==> src/rtl/dhoe_pkg.sv <==
package dhoe_pkg;

  // Frame layout: Ethernet header, fixed 20-byte IP header, 8-byte UDP header
  localparam logic [15:0] MAC_FIRST_POS = 16'd6;
  localparam logic [15:0] MAC_END_POS   = 16'd12;
  localparam logic [15:0] ETYPE_HI_POS  = 16'd12;
  localparam logic [15:0] ETYPE_LO_POS  = 16'd13;
  localparam logic [15:0] UDP_LEN_POS   = 16'd38;
  localparam logic [15:0] PAYLOAD_START = 16'd42;

  // DHCP options begin after 236 fixed bytes and the 4-byte cookie
  localparam logic [15:0] OPT_START     = 16'd240;
  localparam logic [15:0] SKIP_SAT      = 16'hFFFF;

  localparam logic [7:0]  ETYPE_HI      = 8'h08;
  localparam logic [7:0]  ETYPE_LO      = 8'h00;
  localparam logic [7:0]  OPT_PAD       = 8'd0;
  localparam logic [7:0]  OPT_END       = 8'd255;
  localparam logic [7:0]  OPT_CODE_RST  = 8'd12;

  // Result status codes
  localparam logic [1:0]  ST_OK         = 2'd0;
  localparam logic [1:0]  ST_EARLY      = 2'd1;
  localparam logic [1:0]  ST_CUT        = 2'd2;

  // Result queue depth
  localparam int          Q_DEPTH       = 4;

  typedef struct packed {
    logic [7:0]  name_byte;
    logic        byte_valid;
    logic [47:0] source_mac;
    logic        name_last;
    logic [1:0]  name_status;
  } result_t;

endpackage

==> src/rtl/dhoe_front.sv <==
module dhoe_front import dhoe_pkg::*; #(
  parameter int MAX_NAME_LEN   = 63,
  parameter int POSITION_WIDTH = 16
) (
  input  logic          clk,
  input  logic          rst,
  input  logic          in_valid,
  output logic          in_ready,
  input  logic [7:0]    frame_byte,
  input  logic          frame_end,
  input  logic          cfg_valid,
  input  logic [7:0]    cfg_data,
  input  logic          q_full,
  output logic          res_valid,
  output result_t       res
);

  localparam logic [2:0] PH_TAG       = 3'd0;
  localparam logic [2:0] PH_LEN_SKIP  = 3'd1;
  localparam logic [2:0] PH_LEN_MATCH = 3'd2;
  localparam logic [2:0] PH_NAME      = 3'd3;
  localparam logic [2:0] PH_DONE      = 3'd4;

  localparam logic [POSITION_WIDTH-1:0] POS_MAX = '1;
  localparam logic [7:0] NAME_MAX = 8'(MAX_NAME_LEN);

  logic [POSITION_WIDTH-1:0] pos, pos_next;
  logic [2:0]                phase, phase_next;
  logic [47:0]               mac, mac_next;
  logic                      eth_ok, eth_ok_next;
  logic [15:0]               udp_len, udp_len_next;
  logic [15:0]               tag_pos, tag_pos_next;
  logic [7:0]                opt_rem, opt_rem_next;
  logic [7:0]                name_cnt, name_cnt_next;
  logic [7:0]                opt_code;

  logic        fire;
  logic        active;
  logic [15:0] p;
  logic [15:0] d;
  logic [16:0] skip_tgt;
  logic [7:0]  rem_dec;
  logic [7:0]  cnt_inc;
  logic        emitted;
  logic        last;
  logic [1:0]  status;

  assign in_ready = !q_full;
  assign fire     = in_valid && in_ready;
  assign active   = (pos != POS_MAX);
  assign p        = 16'(pos);
  assign d        = p - PAYLOAD_START;
  assign skip_tgt = {1'b0, d} + 17'd1 + 17'(frame_byte);
  assign rem_dec  = opt_rem - 8'd1;
  assign cnt_inc  = name_cnt + 8'd1;

  // Parse one frame byte: header capture and option walk
  always_comb begin
    pos_next      = pos;
    phase_next    = phase;
    mac_next      = mac;
    eth_ok_next   = eth_ok;
    udp_len_next  = udp_len;
    tag_pos_next  = tag_pos;
    opt_rem_next  = opt_rem;
    name_cnt_next = name_cnt;
    emitted       = 1'b0;
    last          = 1'b0;
    status        = ST_OK;
    if (active) begin
      pos_next = pos + 1'b1;
      if (p >= MAC_FIRST_POS && p < MAC_END_POS) begin
        mac_next = {mac[39:0], frame_byte};
      end
      if (p == ETYPE_HI_POS) begin
        eth_ok_next = (frame_byte == ETYPE_HI);
      end
      if (p == ETYPE_LO_POS) begin
        eth_ok_next = eth_ok && (frame_byte == ETYPE_LO);
      end
      if (p == UDP_LEN_POS) begin
        udp_len_next = {frame_byte, udp_len[7:0]};
      end
      if (p == UDP_LEN_POS + 16'd1) begin
        udp_len_next = {udp_len[15:8], frame_byte};
      end
      if (eth_ok && p >= PAYLOAD_START) begin
        case (phase)
          PH_TAG: begin
            if (d == tag_pos) begin
              if (d >= udp_len || frame_byte == OPT_END) begin
                phase_next = PH_DONE;
              end else if (frame_byte == OPT_PAD) begin
                tag_pos_next = d + 16'd1;
              end else if (frame_byte == opt_code) begin
                phase_next = PH_LEN_MATCH;
              end else begin
                phase_next = PH_LEN_SKIP;
              end
            end
          end
          PH_LEN_SKIP: begin
            tag_pos_next = skip_tgt[16] ? SKIP_SAT : skip_tgt[15:0];
            phase_next   = PH_TAG;
          end
          PH_LEN_MATCH: begin
            if (frame_byte == 8'd0) begin
              phase_next = PH_DONE;
            end else begin
              opt_rem_next  = frame_byte;
              name_cnt_next = 8'd0;
              phase_next    = PH_NAME;
            end
          end
          PH_NAME: begin
            emitted       = 1'b1;
            name_cnt_next = cnt_inc;
            opt_rem_next  = rem_dec;
            if (rem_dec == 8'd0) begin
              last       = 1'b1;
              phase_next = PH_DONE;
            end else if (cnt_inc >= NAME_MAX) begin
              last       = 1'b1;
              status     = ST_CUT;
              phase_next = PH_DONE;
            end
          end
          default: begin
          end
        endcase
      end
    end
    // Frame ended inside the value: mark the byte, or give a status-only beat
    if (emitted && !last && frame_end) begin
      last   = 1'b1;
      status = ST_EARLY;
    end
  end

  // Form the result beat for the queue
  always_comb begin
    res.name_byte   = emitted ? frame_byte : 8'd0;
    res.byte_valid  = emitted;
    res.source_mac  = mac_next;
    res.name_last   = emitted ? last : 1'b1;
    res.name_status = emitted ? status : ST_EARLY;
    res_valid       = fire && (emitted ||
                      (frame_end && (phase_next == PH_LEN_MATCH || phase_next == PH_NAME)));
  end

  // Hold parse state; clear it on reset and after the last byte of each frame
  always_ff @(posedge clk) begin
    if (rst || (fire && frame_end)) begin
      pos      <= '0;
      phase    <= PH_TAG;
      mac      <= '0;
      eth_ok   <= 1'b0;
      udp_len  <= '0;
      tag_pos  <= OPT_START;
      opt_rem  <= '0;
      name_cnt <= '0;
    end else if (fire) begin
      pos      <= pos_next;
      phase    <= phase_next;
      mac      <= mac_next;
      eth_ok   <= eth_ok_next;
      udp_len  <= udp_len_next;
      tag_pos  <= tag_pos_next;
      opt_rem  <= opt_rem_next;
      name_cnt <= name_cnt_next;
    end
  end

  // Option code register
  always_ff @(posedge clk) begin
    if (rst) begin
      opt_code <= OPT_CODE_RST;
    end else if (cfg_valid) begin
      opt_code <= cfg_data;
    end
  end

endmodule

==> src/rtl/dhoe_queue.sv <==
module dhoe_queue import dhoe_pkg::*; (
  input  logic    clk,
  input  logic    rst,
  input  logic    push,
  input  result_t push_data,
  output logic    full,
  input  logic    pop,
  output logic    not_empty,
  output result_t head
);

  localparam int PW = $clog2(Q_DEPTH);
  localparam logic [PW:0] DEPTH_CNT = (PW + 1)'(Q_DEPTH);

  result_t       entries [Q_DEPTH];
  logic [PW-1:0] wr_ptr;
  logic [PW-1:0] rd_ptr;
  logic [PW:0]   count;

  assign full      = (count == DEPTH_CNT);
  assign not_empty = (count != '0);
  assign head      = entries[rd_ptr];

  // Store pushed beats
  always_ff @(posedge clk) begin
    if (push) begin
      entries[wr_ptr] <= push_data;
    end
  end

  // Advance pointers and occupancy
  always_ff @(posedge clk) begin
    if (rst) begin
      wr_ptr <= '0;
      rd_ptr <= '0;
      count  <= '0;
    end else begin
      if (push) begin
        wr_ptr <= wr_ptr + 1'b1;
      end
      if (pop) begin
        rd_ptr <= rd_ptr + 1'b1;
      end
      if (push && !pop) begin
        count <= count + 1'b1;
      end else if (pop && !push) begin
        count <= count - 1'b1;
      end
    end
  end

endmodule

==> src/rtl/dhoe_back.sv <==
module dhoe_back import dhoe_pkg::*; (
  input  logic        clk,
  input  logic        rst,
  input  logic        q_not_empty,
  input  result_t     q_head,
  output logic        q_pop,
  output logic        m_tvalid,
  input  logic        m_tready,
  output logic [63:0] m_tdata,
  output logic [0:0]  m_tuser,
  output logic        m_tlast
);

  result_t out_res;
  logic    load;

  assign load  = q_not_empty && (!m_tvalid || m_tready);
  assign q_pop = load;

  // Output register: refill from the queue whenever it is empty or the beat is taken
  always_ff @(posedge clk) begin
    if (rst) begin
      m_tvalid <= 1'b0;
    end else if (load) begin
      m_tvalid <= 1'b1;
    end else if (m_tready) begin
      m_tvalid <= 1'b0;
    end
  end

  always_ff @(posedge clk) begin
    if (load) begin
      out_res <= q_head;
    end
  end

  // Pack the result beat
  assign m_tdata = {6'd0, out_res.name_status, out_res.source_mac, out_res.name_byte};
  assign m_tuser = out_res.byte_valid;
  assign m_tlast = out_res.name_last;

endmodule

==> src/rtl/dhcp_hostname_option_extractor.sv <==
// Extracts the value of one DHCP option from Ethernet frames delivered one byte per beat
// (tlast on the final byte). IPv4 frames with a 20-byte IP header are walked from the
// DHCP options onward; the first option matching the code written on the cfg channel
// (12, the hostname, after reset) has its value bytes sent out one per beat together
// with the frame's source MAC, tlast on the final one and a status: 0 complete,
// 1 frame ended early, 2 cut at MAX_NAME_LEN bytes. A frame that ends right after the
// matching tag or its nonzero length byte gives one status-only beat (tuser 0). The block
// takes one byte per cycle while the result queue has room. A byte's result is queued
// when the byte is accepted and later loaded into the output register. A four-beat
// result queue between the parser and the output register absorbs downstream stalls,
// and input is held off only while that queue is full. Write cfg only between frames.
module dhcp_hostname_option_extractor import dhoe_pkg::*; #(
  parameter int MAX_NAME_LEN   = 63,
  parameter int POSITION_WIDTH = 16
) (
  input  logic        clk,
  input  logic        rst,
  input  logic        s_tvalid,
  output logic        s_tready,
  input  logic [7:0]  s_tdata,   // [7:0] frame_byte
  input  logic        s_tlast,
  input  logic        cfg_valid,
  output logic        cfg_ready,
  input  logic [7:0]  cfg_data,
  output logic        m_tvalid,
  input  logic        m_tready,
  output logic [63:0] m_tdata,   // [7:0] name_byte, [55:8] source_mac, [57:56] name_status
  output logic [0:0]  m_tuser,   // [0] byte_valid
  output logic        m_tlast
);

  result_t fr_res;
  result_t q_head;
  logic    fr_valid;
  logic    q_full;
  logic    q_not_empty;
  logic    q_pop;

  assign cfg_ready = 1'b1;

  dhoe_front #(
    .MAX_NAME_LEN   (MAX_NAME_LEN),
    .POSITION_WIDTH (POSITION_WIDTH)
  ) u_front (
    .clk        (clk),
    .rst        (rst),
    .in_valid   (s_tvalid),
    .in_ready   (s_tready),
    .frame_byte (s_tdata),
    .frame_end  (s_tlast),
    .cfg_valid  (cfg_valid),
    .cfg_data   (cfg_data),
    .q_full     (q_full),
    .res_valid  (fr_valid),
    .res        (fr_res)
  );

  dhoe_queue u_queue (
    .clk       (clk),
    .rst       (rst),
    .push      (fr_valid),
    .push_data (fr_res),
    .full      (q_full),
    .pop       (q_pop),
    .not_empty (q_not_empty),
    .head      (q_head)
  );

  dhoe_back u_back (
    .clk         (clk),
    .rst         (rst),
    .q_not_empty (q_not_empty),
    .q_head      (q_head),
    .q_pop       (q_pop),
    .m_tvalid    (m_tvalid),
    .m_tready    (m_tready),
    .m_tdata     (m_tdata),
    .m_tuser     (m_tuser),
    .m_tlast     (m_tlast)
  );

endmodule

==> config.mk <==
export PLATFORM = sky130hd
export DESIGN_NAME = dhcp_hostname_option_extractor
export DESIGN_NICKNAME = d
export VERILOG_FILES = /design/src/rtl/dhoe_pkg.sv /design/src/rtl/dhoe_front.sv /design/src/rtl/dhoe_queue.sv /design/src/rtl/dhoe_back.sv /design/src/rtl/dhcp_hostname_option_extractor.sv
export SDC_FILE = /design/constraint.sdc
export NUM_CORES = 1
export LEC_CHECK = 0
export BUFFER_PORTS_ARGS = -buffer_cell sky130_fd_sc_hd__buf_4
export CAP_MARGIN = 30
export CORE_ASPECT_RATIO = 0.6
export CORE_MARGIN = 4
export CORE_UTILIZATION = 53
export CTS_CLUSTER_SIZE = 25
export DETAILED_ROUTE_END_ITERATION = 8
export GPL_ROUTABILITY_DRIVEN = 0
export PLACE_DENSITY = 0.7
export SYNTH_ARGS = -nofsm -noshare
export SYNTH_HDL_FRONTEND = slang
export SYNTH_HIERARCHICAL = 1
export SYNTH_SLANG_ARGS = --single-unit
==> constraint.sdc <==
create_clock -name clk -period 8.55 [get_ports clk]
set_input_delay 1.71 -clock clk [delete_from_list [all_inputs] [get_ports clk]]
set_output_delay 1.71 -clock clk [all_outputs]
set_load 0.01 [all_outputs]
== Yosys cells after proc, flatten, opt, wreduce, memory -nomap -nowiden ==
Memories as Yosys holds them, arrays and structs flattened. A register that Yosys moved wholly into a read port is not among the register bits.
Index checks and enable logic that the tools add are counted.
Operators by class
  multiplexer cells: 48
  reductions and logical operators: 37
  bitwise operators: 1
  eq/ne operators: 19
  $lt $le $gt $ge: 5
  add/sub/neg operators: 11
Operators with widths (number)
  2-to-1 mux 48 bit: 2
  2-to-1 mux 16 bit: 4
  adder 16 x 1 -> 16 bit, second input constant: 2
  == test 16 x 4 -> 1 bit, second input constant: 2
  == test 16 x 6 -> 1 bit, second input constant: 2
  2-to-1 mux 8 bit: 4
  one-hot mux 16 bit (2 select lines): 1
  one-hot mux 8 bit (2 select lines): 2
  2-to-1 mux 3 bit: 10
  adder 16 x 1 -> 17 bit, second input constant: 1
  adder 17 x 8 -> 17 bit: 1
  == test 16 bit: 1
  >= comparator 16 bit: 1
  >= comparator 16 x 3 -> 1 bit, second input constant: 1
  >= comparator 16 x 6 -> 1 bit, second input constant: 1
  logical NOT 8 bit: 2
  less-than comparator 16 x 4 -> 1 bit, second input constant: 1
  2-to-1 mux 1 bit: 16
  2-to-1 mux 2 bit: 8
  != test 16 bit, second input constant: 1
  subtractor 16 x 6 -> 16 bit, second input constant: 1
  == test 3 x 2 -> 1 bit, second input constant: 4
  logical AND 1 bit: 12
  one-hot mux 3 bit (4 select lines): 1
  other kinds (24): 40
Word-level totals
  memory bits (writable): 240
  input port bits: 22
  output and inout bits: 69
  memories: 1
  flip-flop bits (word level): 132
Memories
  u_queue.entries: depth 4, bits a word 60, read ports 1, clocked after Yosys merged registers in 1, wr ports 1, line dhoe_queue.sv:15  | result_t entries [Q_DEPTH];

== Depth between registers and ports, before layout ==
Gate-level depths: netlist (run 1).
  depth after elaboration: 17
  depth in mapped cells: 25
  depth with buffers taken out: 22

== Cells and area by module ==
The synthesis (run 1) kept the hierarchy.
By module, submodules not included
  dhoe_queue: cells an instance 358, area each 9153.8 um^2, instances 1
  dhoe_front: cells an instance 1044, area each 8201.6 um^2, instances 1
  dhoe_back: cells an instance 72, area each 1905.6 um^2, instances 1
  dhcp_hostname_option_extractor: cells an instance 2, area each 11.3 um^2, instances 1

== Worst setup path before layout (run 1) ==
OpenSTA, ideal clock, no wires.
  path kind: reg-to-reg
  start point: reg u_front.pos[1] (netlist: u_front/p[1])
  end point: mem u_queue/entries[0][0] in the netlist's numbering (enable)
  data arrival time: 5.587 ns
  path slack: 2.539 ns
  library setup time: 0.424 ns
  data required time: 8.126 ns
  stages on the path, launching flop included: 21
  path through: dfxtp_1 -> clkbuf_1 -> inv_1 -> ha_1 -> nor2b_1 -> clkbuf_1 -> o21a_1 -> clkbuf_1 -> or3_1 -> xor2_1 -> inv_1 -> ha_1 -> nand4_1 -> a211oi_1 -> a221oi_1 -> o211a_1 -> nand2_1 -> o31ai_1 -> o221ai_1 -> a21oi_1 -> and2_1
On the way
  cells in the longest elaborated chain, start to end: 15
  elaborated cells on any way between the ends: 22
Ends and longest elaborated chain
  from (decl): line dhoe_front.sv:27  | logic [POSITION_WIDTH-1:0] pos, pos_next;
  from (signal assigned): line dhoe_front.sv:163  | pos <= pos_next;
  subtractor 16 x 6 -> 16 bit: line dhoe_front.sv:52  | assign d = p - PAYLOAD_START;
  >= comparator 16 bit: line dhoe_front.sv:91  | if (d >= udp_len || frame_byte == OPT_END) begin
  logical OR 1 bit: line dhoe_front.sv:91
  2-to-1 mux 3 bit: line dhoe_front.sv:91
  2-to-1 mux 3 bit: line dhoe_front.sv:90  | if (d == tag_pos) begin
  one-hot mux 3 bit (4 select lines): line dhoe_front.sv:88  | case (phase)
  2-to-1 mux 3 bit: line dhoe_front.sv:87  | if (eth_ok && p >= PAYLOAD_START) begin
  2-to-1 mux 3 bit: line dhoe_front.sv:70  | if (active) begin
  == test 3 x 2 -> 1 bit: line dhoe_front.sv:148  | (frame_end && (phase_next == PH_LEN_MATCH || phase_next == PH_NAME)));
  logical OR 1 bit: line dhoe_front.sv:148
  logical AND 1 bit: line dhoe_front.sv:148
  logical OR 1 bit (*): line dhoe_front.sv:147  | res_valid = fire && (emitted ||
  logical AND 1 bit (*): line dhoe_front.sv:147
  named net fr_valid: line dhcp_hostname_option_extractor.sv:34  | logic fr_valid;
  2-to-1 mux 1 bit (*): line dhoe_queue.sv:26  | if (push) begin
  2-to-1 mux 1 bit (not written as such) (*): line dhoe_queue.sv:27  | entries[wr_ptr] <= push_data;
  to (decl): line dhoe_queue.sv:15
Mark *: on every way through the listed nets, which the timed path passes. The rest lies on a longest branch.

== Final worst setup path (run 1) ==
  start point: reg u_front.pos[1] (netlist: u_front/p[1])
  end point: mem u_queue/entries[1][16] in the netlist's numbering (enable)
The elaborated chain is that of the path after synthesis.

==> results by group, run 1 <==
Run status
  • Status: complete, no violations

Critical path
  • Signal arrival time at the worst endpoint: 6.86 ns
  • Crit. End Element: flip-flop
  • Startpoint types: flip-flop
  • Critical path's largest stage delay: 0.73 ns
  • WS Path Type: reg -> reg
  • Worst Path Max Fanout: 35
  • Critical path's top delay family: compound AO/OA/AOI/OAI gates
  • Slowest library cell on the worst path: and2_2
  • Worst EP required: 8.72 ns
  • Worst Path Buf+Inv: 3
  • Crit-path cells: inv_1 > ha_1 > nor2b_1 > o21a_1 > or3_1 > xor2_1 > inv_1 > ha_1 > nand4_1 > a211oi_1 > a221oi_1 > o211a_1 > nand2_1 > o31ai_1 > o221ai_1 > a21oi_1 > and2_2 > buf_4

Synthesis
  • Post-synthesis cell count: between 1000 and 1500
  • Yosys warns: 6
  • Ys async rst share: 0%
  • Most common cell in the netlist: edfxtp_1
  • Synth Register Bits: between 400 and 500
  • Synth top cells by count: 300 x edfxtp_1, 202 x nor2_1, 134 x dfxtp_1, 71 x nor3_1, 65 x clkbuf_1
  • Share of the synthesized area in the top cell type: ~47%
  • Top FF cell, synth: edfxtp_1
  • Netlist Area Pre-Place: 19270 um^2
  • Syn avg cell area: 13.06 um^2
  • Sequential area share after synthesis: between 60 and 70%
  • EDFF count, synth: 300
  • Yosys cell types: 87
  • Top cells by area, synth: edfxtp_1 47%, dfxtp_1 14%, mux4_2 7.0%, nor2_1 3.9%, mux2_2 2.8%
  • Cell taking the most area after synthesis: edfxtp_1

Detailed routing
  • Initial DRC count: 1364
  • 1st-pass router iterations: 7
  • Total wire length: approximately 45000 um
  • ANT nets after route: 0
  • Routed len/inst: 22.00 um
  • Vias/cell: 5.925
  • Drt drc: 0
  • Via count: 12016

Global routing
  • Initial antenna violation count: 0
  • Tot GR Track Use: 22.55%
  • Largest net degree at the start of global routing: 81
  • First-pass GRT wire length: 68830 um
  • Vias in the first global route: 11551
  • GRT overflow: 0
  • Met3 Track Usage GR: 4.099%
  • Gr busiest metal: met1
  • M2 GR Usage: between 30% and 40%
  • GR Util met1: 36.68%

CTS
  • H-tree Lvls: 2
  • Clock Tree Buf Depth: 3
  • CTS Sinks: 434
  • Root buf cell: clkbuf_16
  • CTS buffer count: 40
  • CTS tree: yes
  • Setup repair bufs after CTS: 0
  • Clk slew on worst S/H paths: 0.06 ns
  • Skew-Pair Late Insertion Delay: 0.54 ns
  • CTS Hold Bufs: 0
  • CTS resizes: 0

Power
  • Switching share of power: 21.30%
  • Internal power: 0.003303 W
  • Net switching power: a little under 0.0009 W
  • Worst vdd ir: 0.0001429 V
  • Pwr dens: roughly 200 nW/um^2
  • Clock share of power: 42.6%
  • Sequential group share of total power: 53.9%
  • P_leak: 7.554 nW
  • Comb pwr share: 3.5%

STA
  • Skew final: roughly 0.017 ns
  • Setup_tns: 0 ns
  • Actual slew at the worst max-slew pin: between 0.9 and 1 ns
  • Fmax: 149.3 MHz
  • Max transition margin: 34.06%
  • Final Slew Violations: 0
  • Setup violations, final: 0
  • Final critical-path share of the clock period: 78.35%
  • Hold_ws: 0.4871 ns
  • Final Hold Fails: 0
  • RSZ-0062 raised after global routing: false
  • Min Tclk post-route: ~6.7 ns

Die
  • Starting Density: 54.42%
  • Core area: about 35000 um^2
  • # IOs: about 90
  • Die area: 39580 um^2
  • Die X: between 200 and 300 um
  • Die H: 155.7 um
  • Placement Rows: 53

Cells and area
  • Fin util: 60.65%
  • Layout area overhead: 11.44%
  • Layout cells sized above 1: 20.26%
  • # nets final: 1593
  • Post-route cell area: 21480 um^2

Run
  • Max-cap violations: 0

Place
  • Placed wire-length estimate: 29430 um
  • IO Port Bufs: 83
  • DP Area: 20160 um^2

Worst hold path
  • Hold crit path type: reg -> reg
-- worst min-delay path, cell delays in order, from the launching register on --
cell     delay, ns
dfxtp_1       0.33
nand2_1       0.06
a21oi_1       0.05
-- path summary, 6_finish.rpt --
check	startpoint	endpoint	slack (ns)	cells past startpoint
max	u_front/p[1]$_SDFFE_PP0P_	u_queue/entries[1][16]$_DFFE_PP_	1.85	18
min	u_front/opt_rem[1]$_SDFFE_PP0P_	u_front/opt_rem[1]$_SDFFE_PP0P_	0.49	2
max reg2reg	u_front/p[1]$_SDFFE_PP0P_	u_queue/entries[1][16]$_DFFE_PP_	1.85	18
min reg2reg	u_front/opt_rem[1]$_SDFFE_PP0P_	u_front/opt_rem[1]$_SDFFE_PP0P_	0.49	2
-- cell type report --
type                       count  area (um^2)
fill                        2729        13930
sequential                   434        11700
multi-input combinational    902         6902
clock buffer                  44         1037
timing repair buffer         104        809.5
tap                          467        584.3
clock inverter                30        272.8
inverter                      46        172.7
antenna                        1        2.502
-- kinds of logic (layout without fill, tap and decap cells) --
group / after synthesis / in the layout / share of synthesized area, %
buffers and inverters: 145 / 224 / 3.798
xor gates and xnor gates: 66 / 66 / 3.142
other: 2 / 8 / 0.03897
AOI/OAI and AO/OA: 183 / 183 / 6.362
adders and majority gates: 43 / 43 / 2.870
muxes: 141 / 141 / 11.53
and+or+nand+nor: 462 / 462 / 11.60
DFF: 434 / 434 / 60.66
-- power by group through the flow --
| stage | logic (W) | registers [W] | clock network, W |
|---|---|---|---|
| floorplan | 0.000104 | 0.00230 | 0 |
| global placement | 0.000141 | 0.00231 | 0 |
| detailed placement | 0.000145 | 0.00231 | 0 |
| CTS | 0.000146 | 0.00226 | 0.00183 |
| global route | 0.000163 | 0.00226 | 0.00192 |
| finish | 0.000148 | 0.00226 | 0.00179 |
-- sequential cells by signal, summed over array words and instances (netlist names), 2 cells and up, named ones only --
signal,cells
u_queue/entries,240
u_back/m_tdata,58
u_front/mac,48
u_front/p,16
u_front/tag_pos,16
u_front/udp_len,16
u_front/name_cnt,8
u_front/opt_code,8
u_front/opt_rem,8
u_front/phase,3
u_queue/count,3
u_queue/rd_ptr,2
u_queue/wr_ptr,2
-- placed cells by master, fill, tap and decap left out, drive strengths merged, types with 8 or more instances in the layout --
cell,Yosys,routed
dfxtp,134,134
a211oi,9,9
or2,9,9
nor3,73,73
ha,41,41
o21ai,40,40
a21o,9,9
and3,8,8
or3,16,16
clkbuf,66,44
xnor2,31,31
mux2i,33,33
and2,16,16
a31oi,9,9
nor2,204,204
buf,33,104
clkinv,1,18
mux4,60,60
nand2b,14,14
edfxtp,300,300
mux2,48,48
nand3,14,14
inv,45,47
nand4,13,13
a21oi,52,52
xor2,33,33
nor2b,12,12
nand2,52,52
nor4,9,9
-- per-stage QoR --
| stage | cells | power (W) | setup WS, ns |
|---|---|---|---|
| final | 2028 | 0.004197 | 1.852 |
| after CTS | 2027 | 0.004233 | 1.967 |
| after global routing | 2027 | 0.004344 | 1.296 |
| after global placement | 1949 | 0.002447 | 2.130 |
| after floorplan | 1481 | 0.002403 | 2.539 |
| after detailed placement | 1953 | 0.002452 | 1.990 |
-- layer usage --
| layer | vias up | wire, um |
|---|---|---|
| li1 | 5521 | - |
| met1 | 5966 | 21320 |
| met2 | 481 | 18840 |
| met3 | 48 | 3793 |
| met4 | 0 | 665 |
| met5 | - | 0 |
No activity file was read; power rests on OpenSTA's default activity.
==> inputs of run 2 (changes only) <==
- ABC_AREA: default -> 1
- clock period: 8.55 -> 6.2 ns (I/O delays scaled with it)
==> run 2 against run 1 <==
Worst setup slack worse by 0.68 ns. Cell area up 1.8%. Count of clock-buffer cells in the layout up 15. Critical endpoint is now u_queue/entries[2][40]$_DFFE_PP_. Clock power up 34%. Core utilization down 0.71 points. Maximum frequency up 33%. Cell count up 27%. Worst hold slack worse by 0.043 ns. First-iteration DRC count up 21%. Register-to-register slack worse by 0.68 ns.
==> results by group, run 2 <==
Run status
  • Status: complete, no violations

STA
  • Max transition margin: 37.34% (+3.3 points)
  • Final Slew Violations: 0 (unchanged)
  • Final critical-path share of the clock period: 81.12% (+2.8 points)
  • Setup_tns: 0 ns (unchanged)
  • Setup violations, final: 0 (unchanged)
  • RSZ-0062 raised after global routing: false
  • Final Hold Fails: 0 (unchanged)
  • Fmax: 198.8 MHz (+33%)
  • Skew final: 0.02406 ns (+0.007374 ns)
  • Min Tclk post-route: 5.029 ns (-1.669 ns)
  • Actual slew at the worst max-slew pin: 0.9365 ns (-0.05267 ns)

Die
  • Die H: 157.4 um (+1.1%)
  • # IOs: 91 (unchanged)
  • Starting Density: 54.03% (-0.39 points)
  • Die X: 257.0 um (+1.1%)
  • Die area: 40440 um^2 (+2.2%)
  • Placement Rows: 54 (+1.9%)
  • Core area: 36490 um^2 (+3.0%)

Cells and area
  • Multi-input logic area: 6668 um^2 (-3.4%)
  • Largest register FFs: 240 (unchanged)
  • # nets final: 2131 (+34%)
  • Most frequent cells in the layout: 300 x edfxtp_1, 264 x nor2_1, 230 x nand2_1
  • Layout area overhead: 10.94%
  • Fin util: 59.94% (-0.71 points)
  • FF/Latch Area: 11700 um^2 (unchanged)
  • Fin cells: 2574 (+27%)
  • Layout cells sized above 1: 12.15% (-8.1 points)
  • Ant diodes: 0 (-1)
  • Biggest register: u_queue/entries
  • Number of fill cells in the layout: 2951 (+8.1%)
  • Most common cell after layout, fill and taps aside: edfxtp_1

Synthesis
  • Mux share of post-synthesis cell area: 0% (-12 points)
  • Most common cell in the netlist: edfxtp_1
  • Synth Area in Compound Gates: 14.18% (+7.8 points)
  • Synth Register Bits: 434 (unchanged)
  • Yosys cell types: 50 (-43%)
  • Cell taking the most area after synthesis: edfxtp_1
  • XOR/XNOR Fraction of Synth Area: 1.377% (-1.8 points)
  • EDFF count, synth: 300 (unchanged)
  • Netlist Area Pre-Place: 19710 um^2 (+2.3%)
  • Ys async rst share: 0% (unchanged)
  • Post-Synth Adder-Cell Area: 2.805% (-0.064 points)
  • Synth top cells by count: 300 x edfxtp_1, 264 x nor2_1, 230 x nand2_1, 224 x o21ai_0, 209 x inv_1
  • Top cells by area, synth: edfxtp_1 46%, dfxtp_1 14%, o21ai_0 5.7%, nor2_1 5.0%, nand2_1 4.4%
  • Top FF cell, synth: edfxtp_1
  • Share of the synthesized area in the top cell type: 45.70% (-1.0 points)
  • Yosys warns: 6 (unchanged)
  • Post-synthesis cell count: 2016 (+37%)
  • Post-synthesis simple-gate area fraction: 15.25% (+3.7 points)
  • Main combinational cell family by area after synthesis: simple AND/OR/NAND/NOR gates
  • Sequential area share after synthesis: 59.31% (-1.4 points)
  • Syn avg cell area: 9.778 um^2 (-25%)

Detailed routing
  • ANT nets after route: 0 (unchanged)
  • Total wire length: 48060 um (+7.7%)
  • Vias/cell: 5.727 (-3.3%)
  • Routed len/inst: 18.67 um (-15%)
  • Initial DRC count: 1650 (+21%)
  • 1st-pass router iterations: 8 (+1)
  • Drt drc: 0 (unchanged)
  • Via count: 14742 (+23%)

CTS
  • H-tree Lvls: 2 (unchanged)
  • CTS Sinks: 434 (unchanged)
  • Clock Tree Buf Depth: 3 (unchanged)
  • Clk slew on worst S/H paths: 0.06 ns (about the same)
  • CTS Hold Bufs: 0 (unchanged)
  • Skew-Pair Late Insertion Delay: 0.54 ns (about the same)
  • CTS buffer count: 40 (unchanged)
  • CTS resizes: 0 (unchanged)
  • Setup repair bufs after CTS: 0 (unchanged)
  • CTS tree: yes
  • Root buf cell: clkbuf_16

Critical path
  • Startpoint types: flip-flop
  • Critical path's largest stage delay: 0.54 ns (-0.19 ns)
  • Slowest library cell on the worst path: dfxtp_1
  • Worst Path Max Fanout: 34 (-2.9%)
  • Worst Path Buf+Inv: 6 (+3)
  • Crit. End Element: flip-flop
  • Critical path's top delay family: simple AND/OR/NAND/NOR gates
  • Signal arrival time at the worst endpoint: 5.25 ns (-1.61 ns)
  • WS Path Type: reg -> reg
  • Crit-path cells: inv_1 > ha_1 > inv_1 > nand2_1 > nand2_1 > nand2_2 > nand3_1 > nand2_1 > nand2_2 > inv_1 > ha_1 > a21oi_1 > o21ai_0 > a21oi_1 > nand4_1 > inv_1 > nand4_1 > nand2_1 > nand3_1 > nand2_1 > nand2_1 > inv_2 > buf_12
  • Worst EP required: 6.42 ns (-2.30 ns)
  • Most frequent CP cell: nand2_1

Power
  • Power Total: 0.007955 W (+90%)
  • Pwr dens: 363.7 nW/um^2 (+86%)
  • P_leak: 8.512 nW (+13%)
  • Worst vdd ir: 0.0002150 V (+50%)

Worst hold path
  • Hold crit path type: reg -> reg

Global routing
  • Largest net degree at the start of global routing: 92 (+14%)
  • First-pass GRT wire length: 74310 um (+8.0%)
  • Vias in the first global route: 13363 (+16%)
  • Tot GR Track Use: 23.13% (+0.57 points)
  • GRT overflow: 0 (unchanged)
  • Initial antenna violation count: 0 (unchanged)

Place
  • IO Port Bufs: 83 (unchanged)
  • Placed insts: 2499 (+28%)
  • Placed wire-length estimate: 32090 um (+9.0%)

Run
  • Max-cap violations: 0 (unchanged)
## run 2: cell count changes after synthesis, moves of 62 or more
cell     delta
a21oi_1   +112
inv_1     +164
nand2_1   +178
nor2_1     +62
o21ai_0   +186
## run 2: power by group
part           switching [W]  total [W]  internal (W)  leakage (nW)
logic                0.00118    0.00181      0.000630          3.97
clock network        0.00105    0.00240       0.00135         0.635
registers           0.000179    0.00374       0.00356          3.91
total                0.00241    0.00795       0.00554          8.51
## run 2: final timing paths
kind                                                          to                           start  slack [ns]  cells past startpoint
worst max-delay path            u_queue/entries[2][40]$_DFFE_PP_       u_front/p[1]$_SDFFE_PP0P_        1.17                     23
worst min-delay path                                   flip-flop  u_queue/rd_ptr[1]$_SDFFE_PP0P_        0.44                      1
worst max register to register  u_queue/entries[2][40]$_DFFE_PP_       u_front/p[1]$_SDFFE_PP0P_        1.17                     23
worst min register to register                         flip-flop  u_queue/rd_ptr[1]$_SDFFE_PP0P_        0.44                      1
## run 2: logic make-up after synthesis
kind of cell	count (synthesis)
DFF	434
AOI/OAI and AO/OA	507
and+or+nand+nor	682
xor gates and xnor gates	31
other	2
adders and majority gates	43
buffers and inverters	317
## run 2: stage by stage
step / cell area (um^2) / hold WS (ns) / worst slack (ns)
global placement: 20570 / 0.4250 / 1.483
detailed placement: 20570 / 0.4173 / 1.362
global route: 21870 / 0.4819 / 0.8882
CTS: 21860 / 0.4380 / 1.294
finish: 21870 / 0.4441 / 1.171
floorplan: 19730 / 0.4115 / 0.6887
## run 2: worst register-to-register path, delay by kind of cell (launching register included)
family / cells / cell delay, ns
buf+inv: 6 / 1.46
simple gates: 12 / 1.52
flops: 1 / 0.54
fa+ha+maj: 2 / 0.58
compound gates: 3 / 0.59
## run 2: layout make-up
type	instances	area share (%)
Sequential cell	434	53.48
Multi-Input combinational cell	1270	30.49
Clock buffer	59	5.309
Inverter	220	3.810
Timing Repair Buffer	100	3.621
Tap cell	476	2.723
Clock inverter	15	0.5664
## run 2: routing by layer
metal	wire [um]	up-vias	global-route usage (%)
met5	0	-	0
met4	904	0	5.060
met3	5064	81	5.676
met2	19250	700	32.22
met1	22840	6953	36.49
li1	-	7008	-
==> inputs of run 3 (changes only) <==
- PLACE_DENSITY: 0.7 -> 0.73
- clock period: 6.2 -> 4.55 ns (I/O delays scaled with it)
==> run 3 against run 2 <==
Register-to-register slack got worse by 0.89 ns. Flip-flop and latch count unchanged. Sequential power increased by 36%. Clock skew decreased by 0.0067 ns. Non-clock buffer count increased by 13. Worst setup slack got worse by 0.89 ns. Power increased by 39%. Cell count increased by 0.54%. Maximum frequency increased by 18%. Critical path type unchanged.
==> results by group, run 3 (synthesized netlist as in run 2, its figures left out) <==
STA
  • Min Tclk post-route: 4.273 ns (-0.7567 ns)
  • Hold_ws: 0.4529 ns (+0.008749 ns)
  • RSZ-0062 raised after global routing: false
  • Final setup margin: 0.2774 ns (-0.8933 ns)
  • Max transition margin: 31.80% (-5.5 points)
  • Actual slew at the worst max-slew pin: 1.023 ns (+0.08657 ns)
  • Final critical-path share of the clock period: 93.90% (+13 points)
  • Final Slew Violations: 0 (unchanged)
  • Setup_tns: 0 ns (unchanged)
  • Fmax: 234.0 MHz (+18%)
  • Final Hold Fails: 0 (unchanged)
  • Setup violations, final: 0 (unchanged)
  • Skew final: 0.01737 ns (-0.006690 ns)

Place
  • IO Port Bufs: 83 (unchanged)
  • Placed wire-length estimate: 31520 um (-1.8%)
  • Post-Place Setup Slack: 0.2020 ns (-1.160 ns)

Run status
  • Status: complete, no violations

Power
  • Worst vdd ir: 0.0003044 V (+42%)
  • P_leak: 8.597 nW (+1.0%)
  • Sequential group share of total power: 46.0% (-1.0 points)
  • Switching share of power: 29.93% (-0.41 points)
  • Clock share of power: 31.1% (+0.9 points)
  • Pwr dens: 499.5 nW/um^2 (+37%)
  • Comb pwr share: 22.9% (about the same)
  • Internal power: 0.007724 W (+39%)
  • Net switching power: 0.003300 W (+37%)

Cells and area
  • Layout cells sized above 1: 12.78% (+0.63 points)
  • Number of fill cells in the layout: 2976 (+0.85%)
  • Fin util: 60.49% (+0.55 points)
  • Most common cell after layout, fill and taps aside: edfxtp_1
  • Most frequent cells in the layout: 300 x edfxtp_1, 264 x nor2_1, 227 x nand2_1
  • Ant diodes: 0 (unchanged)
  • # nets final: 2145 (+0.66%)
  • Layout area overhead: 11.95%
  • Biggest register: u_queue/entries
  • Multi-input logic area: 6683 um^2 (+0.23%)
  • Largest register FFs: 240 (unchanged)
  • FF/Latch Area: 11700 um^2 (about the same)

Critical path
  • Startpoint types: flip-flop
  • Signal arrival time at the worst endpoint: 4.75 ns (-0.50 ns)
  • Slowest library cell on the worst path: fa_1
  • Critical path's largest stage delay: 0.40 ns (-0.14 ns)
  • Crit. End Element: flip-flop
  • WS Path Type: reg -> reg
  • Worst EP required: 5.03 ns (-1.39 ns)
  • Worst Path Max Fanout: 6 (-82%)

CTS
  • CTS Sinks: 434 (unchanged)
  • Skew-Pair Late Insertion Delay: 0.54 ns (about the same)
  • CTS Hold Bufs: 0 (unchanged)
  • Root buf cell: clkbuf_16
  • Clk slew on worst S/H paths: 0.06 ns (about the same)
  • H-tree Lvls: 2 (unchanged)
  • CTS buffer count: 41 (+2.5%)
  • Clock Tree Buf Depth: 3 (unchanged)
  • CTS tree: yes

Die
  • Die H: 157.4 um (unchanged)
  • Die area: 40440 um^2 (unchanged)
  • Placement Rows: 54 (unchanged)
  • Core area: 36490 um^2 (unchanged)
  • Die X: 257.0 um (unchanged)
  • Starting Density: 54.03% (unchanged)
  • # IOs: 91 (unchanged)

Detailed routing
  • Total wire length: 47510 um (-1.2%)
  • 1st-pass router iterations: 7 (-1)
  • Vias/cell: 5.680 (-0.83%)
  • Initial DRC count: 1600 (-3.0%)
  • Drt drc: 0 (unchanged)
  • Via count: 14699 (-0.29%)
  • Routed len/inst: 18.36 um (-1.7%)
  • ANT nets after route: 0 (unchanged)

Global routing
  • First-pass GRT wire length: 74070 um (-0.33%)
  • Tot GR Track Use: 23.02% (-0.11 points)
  • Vias in the first global route: 13434 (+0.53%)
  • GRT overflow: 0 (unchanged)
  • Initial antenna violation count: 2 (+2)
  • Largest net degree at the start of global routing: 99 (+7.6%)

Run
  • Max-cap violations: 0 (unchanged)

Worst hold path
  • Hold crit path type: reg -> reg
run 3: layout make-up:
cell class                      count  area share [%]
Multi-Input combinational cell   1270           30.28
Clock buffer                       61           5.261
Timing Repair Buffer              113           4.127
Tap cell                          476           2.699
Sequential cell                   434           53.01
Inverter                          220           3.776
Clock inverter                     14          0.8448
run 3: path summary, 6_finish.rpt:
check / slack (ns) / depth (start not counted) / end / from
max reg2reg: 0.28 / 28 / u_queue/count[2]$_SDFFE_PP0P_ / u_front/p[2]$_SDFFE_PP0P_
min reg2reg: 0.45 / 1 / flip-flop / u_queue/rd_ptr[1]$_SDFFE_PP0P_
min: 0.45 / 1 / flip-flop / u_queue/rd_ptr[1]$_SDFFE_PP0P_
max: 0.28 / 28 / u_queue/count[2]$_SDFFE_PP0P_ / u_front/p[2]$_SDFFE_PP0P_
run 3: timing repair:
action                     CTS  global route
setup buffers                0             3
setup endpoints to repair    0           233
gates resized for setup      0             8
run 3: routing by layer:
layer / GRT usage (%) / wire [um] / share of wire, % / vias to the layer above
met5: 0 / 13 / 0.027 / -
li1: - / - / - / 7033
met1: 36.11 / 22700 / 48 / 6955
met2: 31.78 / 18980 / 40 / 639
met3: 6.303 / 4910 / 10 / 70
met4: 5.060 / 898 / 1.9 / 2
run 3: through the flow:
step | cells | instance area, um^2 | power (W)
2_1_floorplan | 2021 | 19740 | 0.006690
3_3_place_gp | 2510 | 20680 | 0.007582
3_5_place_dp | 2510 | 20680 | 0.007652
4_1_cts | 2585 | 22020 | 0.01109
5_1_grt | 2588 | 22070 | 0.01159
6_report | 2588 | 22070 | 0.01102
run 3: worst max-delay path, delay by kind of cell (launching register included):
family / cells / cell delay, ns
compound gates: 3 / 0.50
buf+inv: 6 / 0.57
fa+ha+maj: 4 / 1.09
simple gates: 15 / 1.67
flops: 1 / 0.39
run 3: power groups by stage:
stage | logic, W | registers [W] | clock network, W
2_1_floorplan | 0.00145 | 0.00524 | 0
3_3_place_gp | 0.00245 | 0.00514 | 0
3_5_place_dp | 0.00251 | 0.00515 | 0
4_1_cts | 0.00252 | 0.00507 | 0.00350
5_1_grt | 0.00279 | 0.00511 | 0.00369
6_report | 0.00253 | 0.00507 | 0.00343
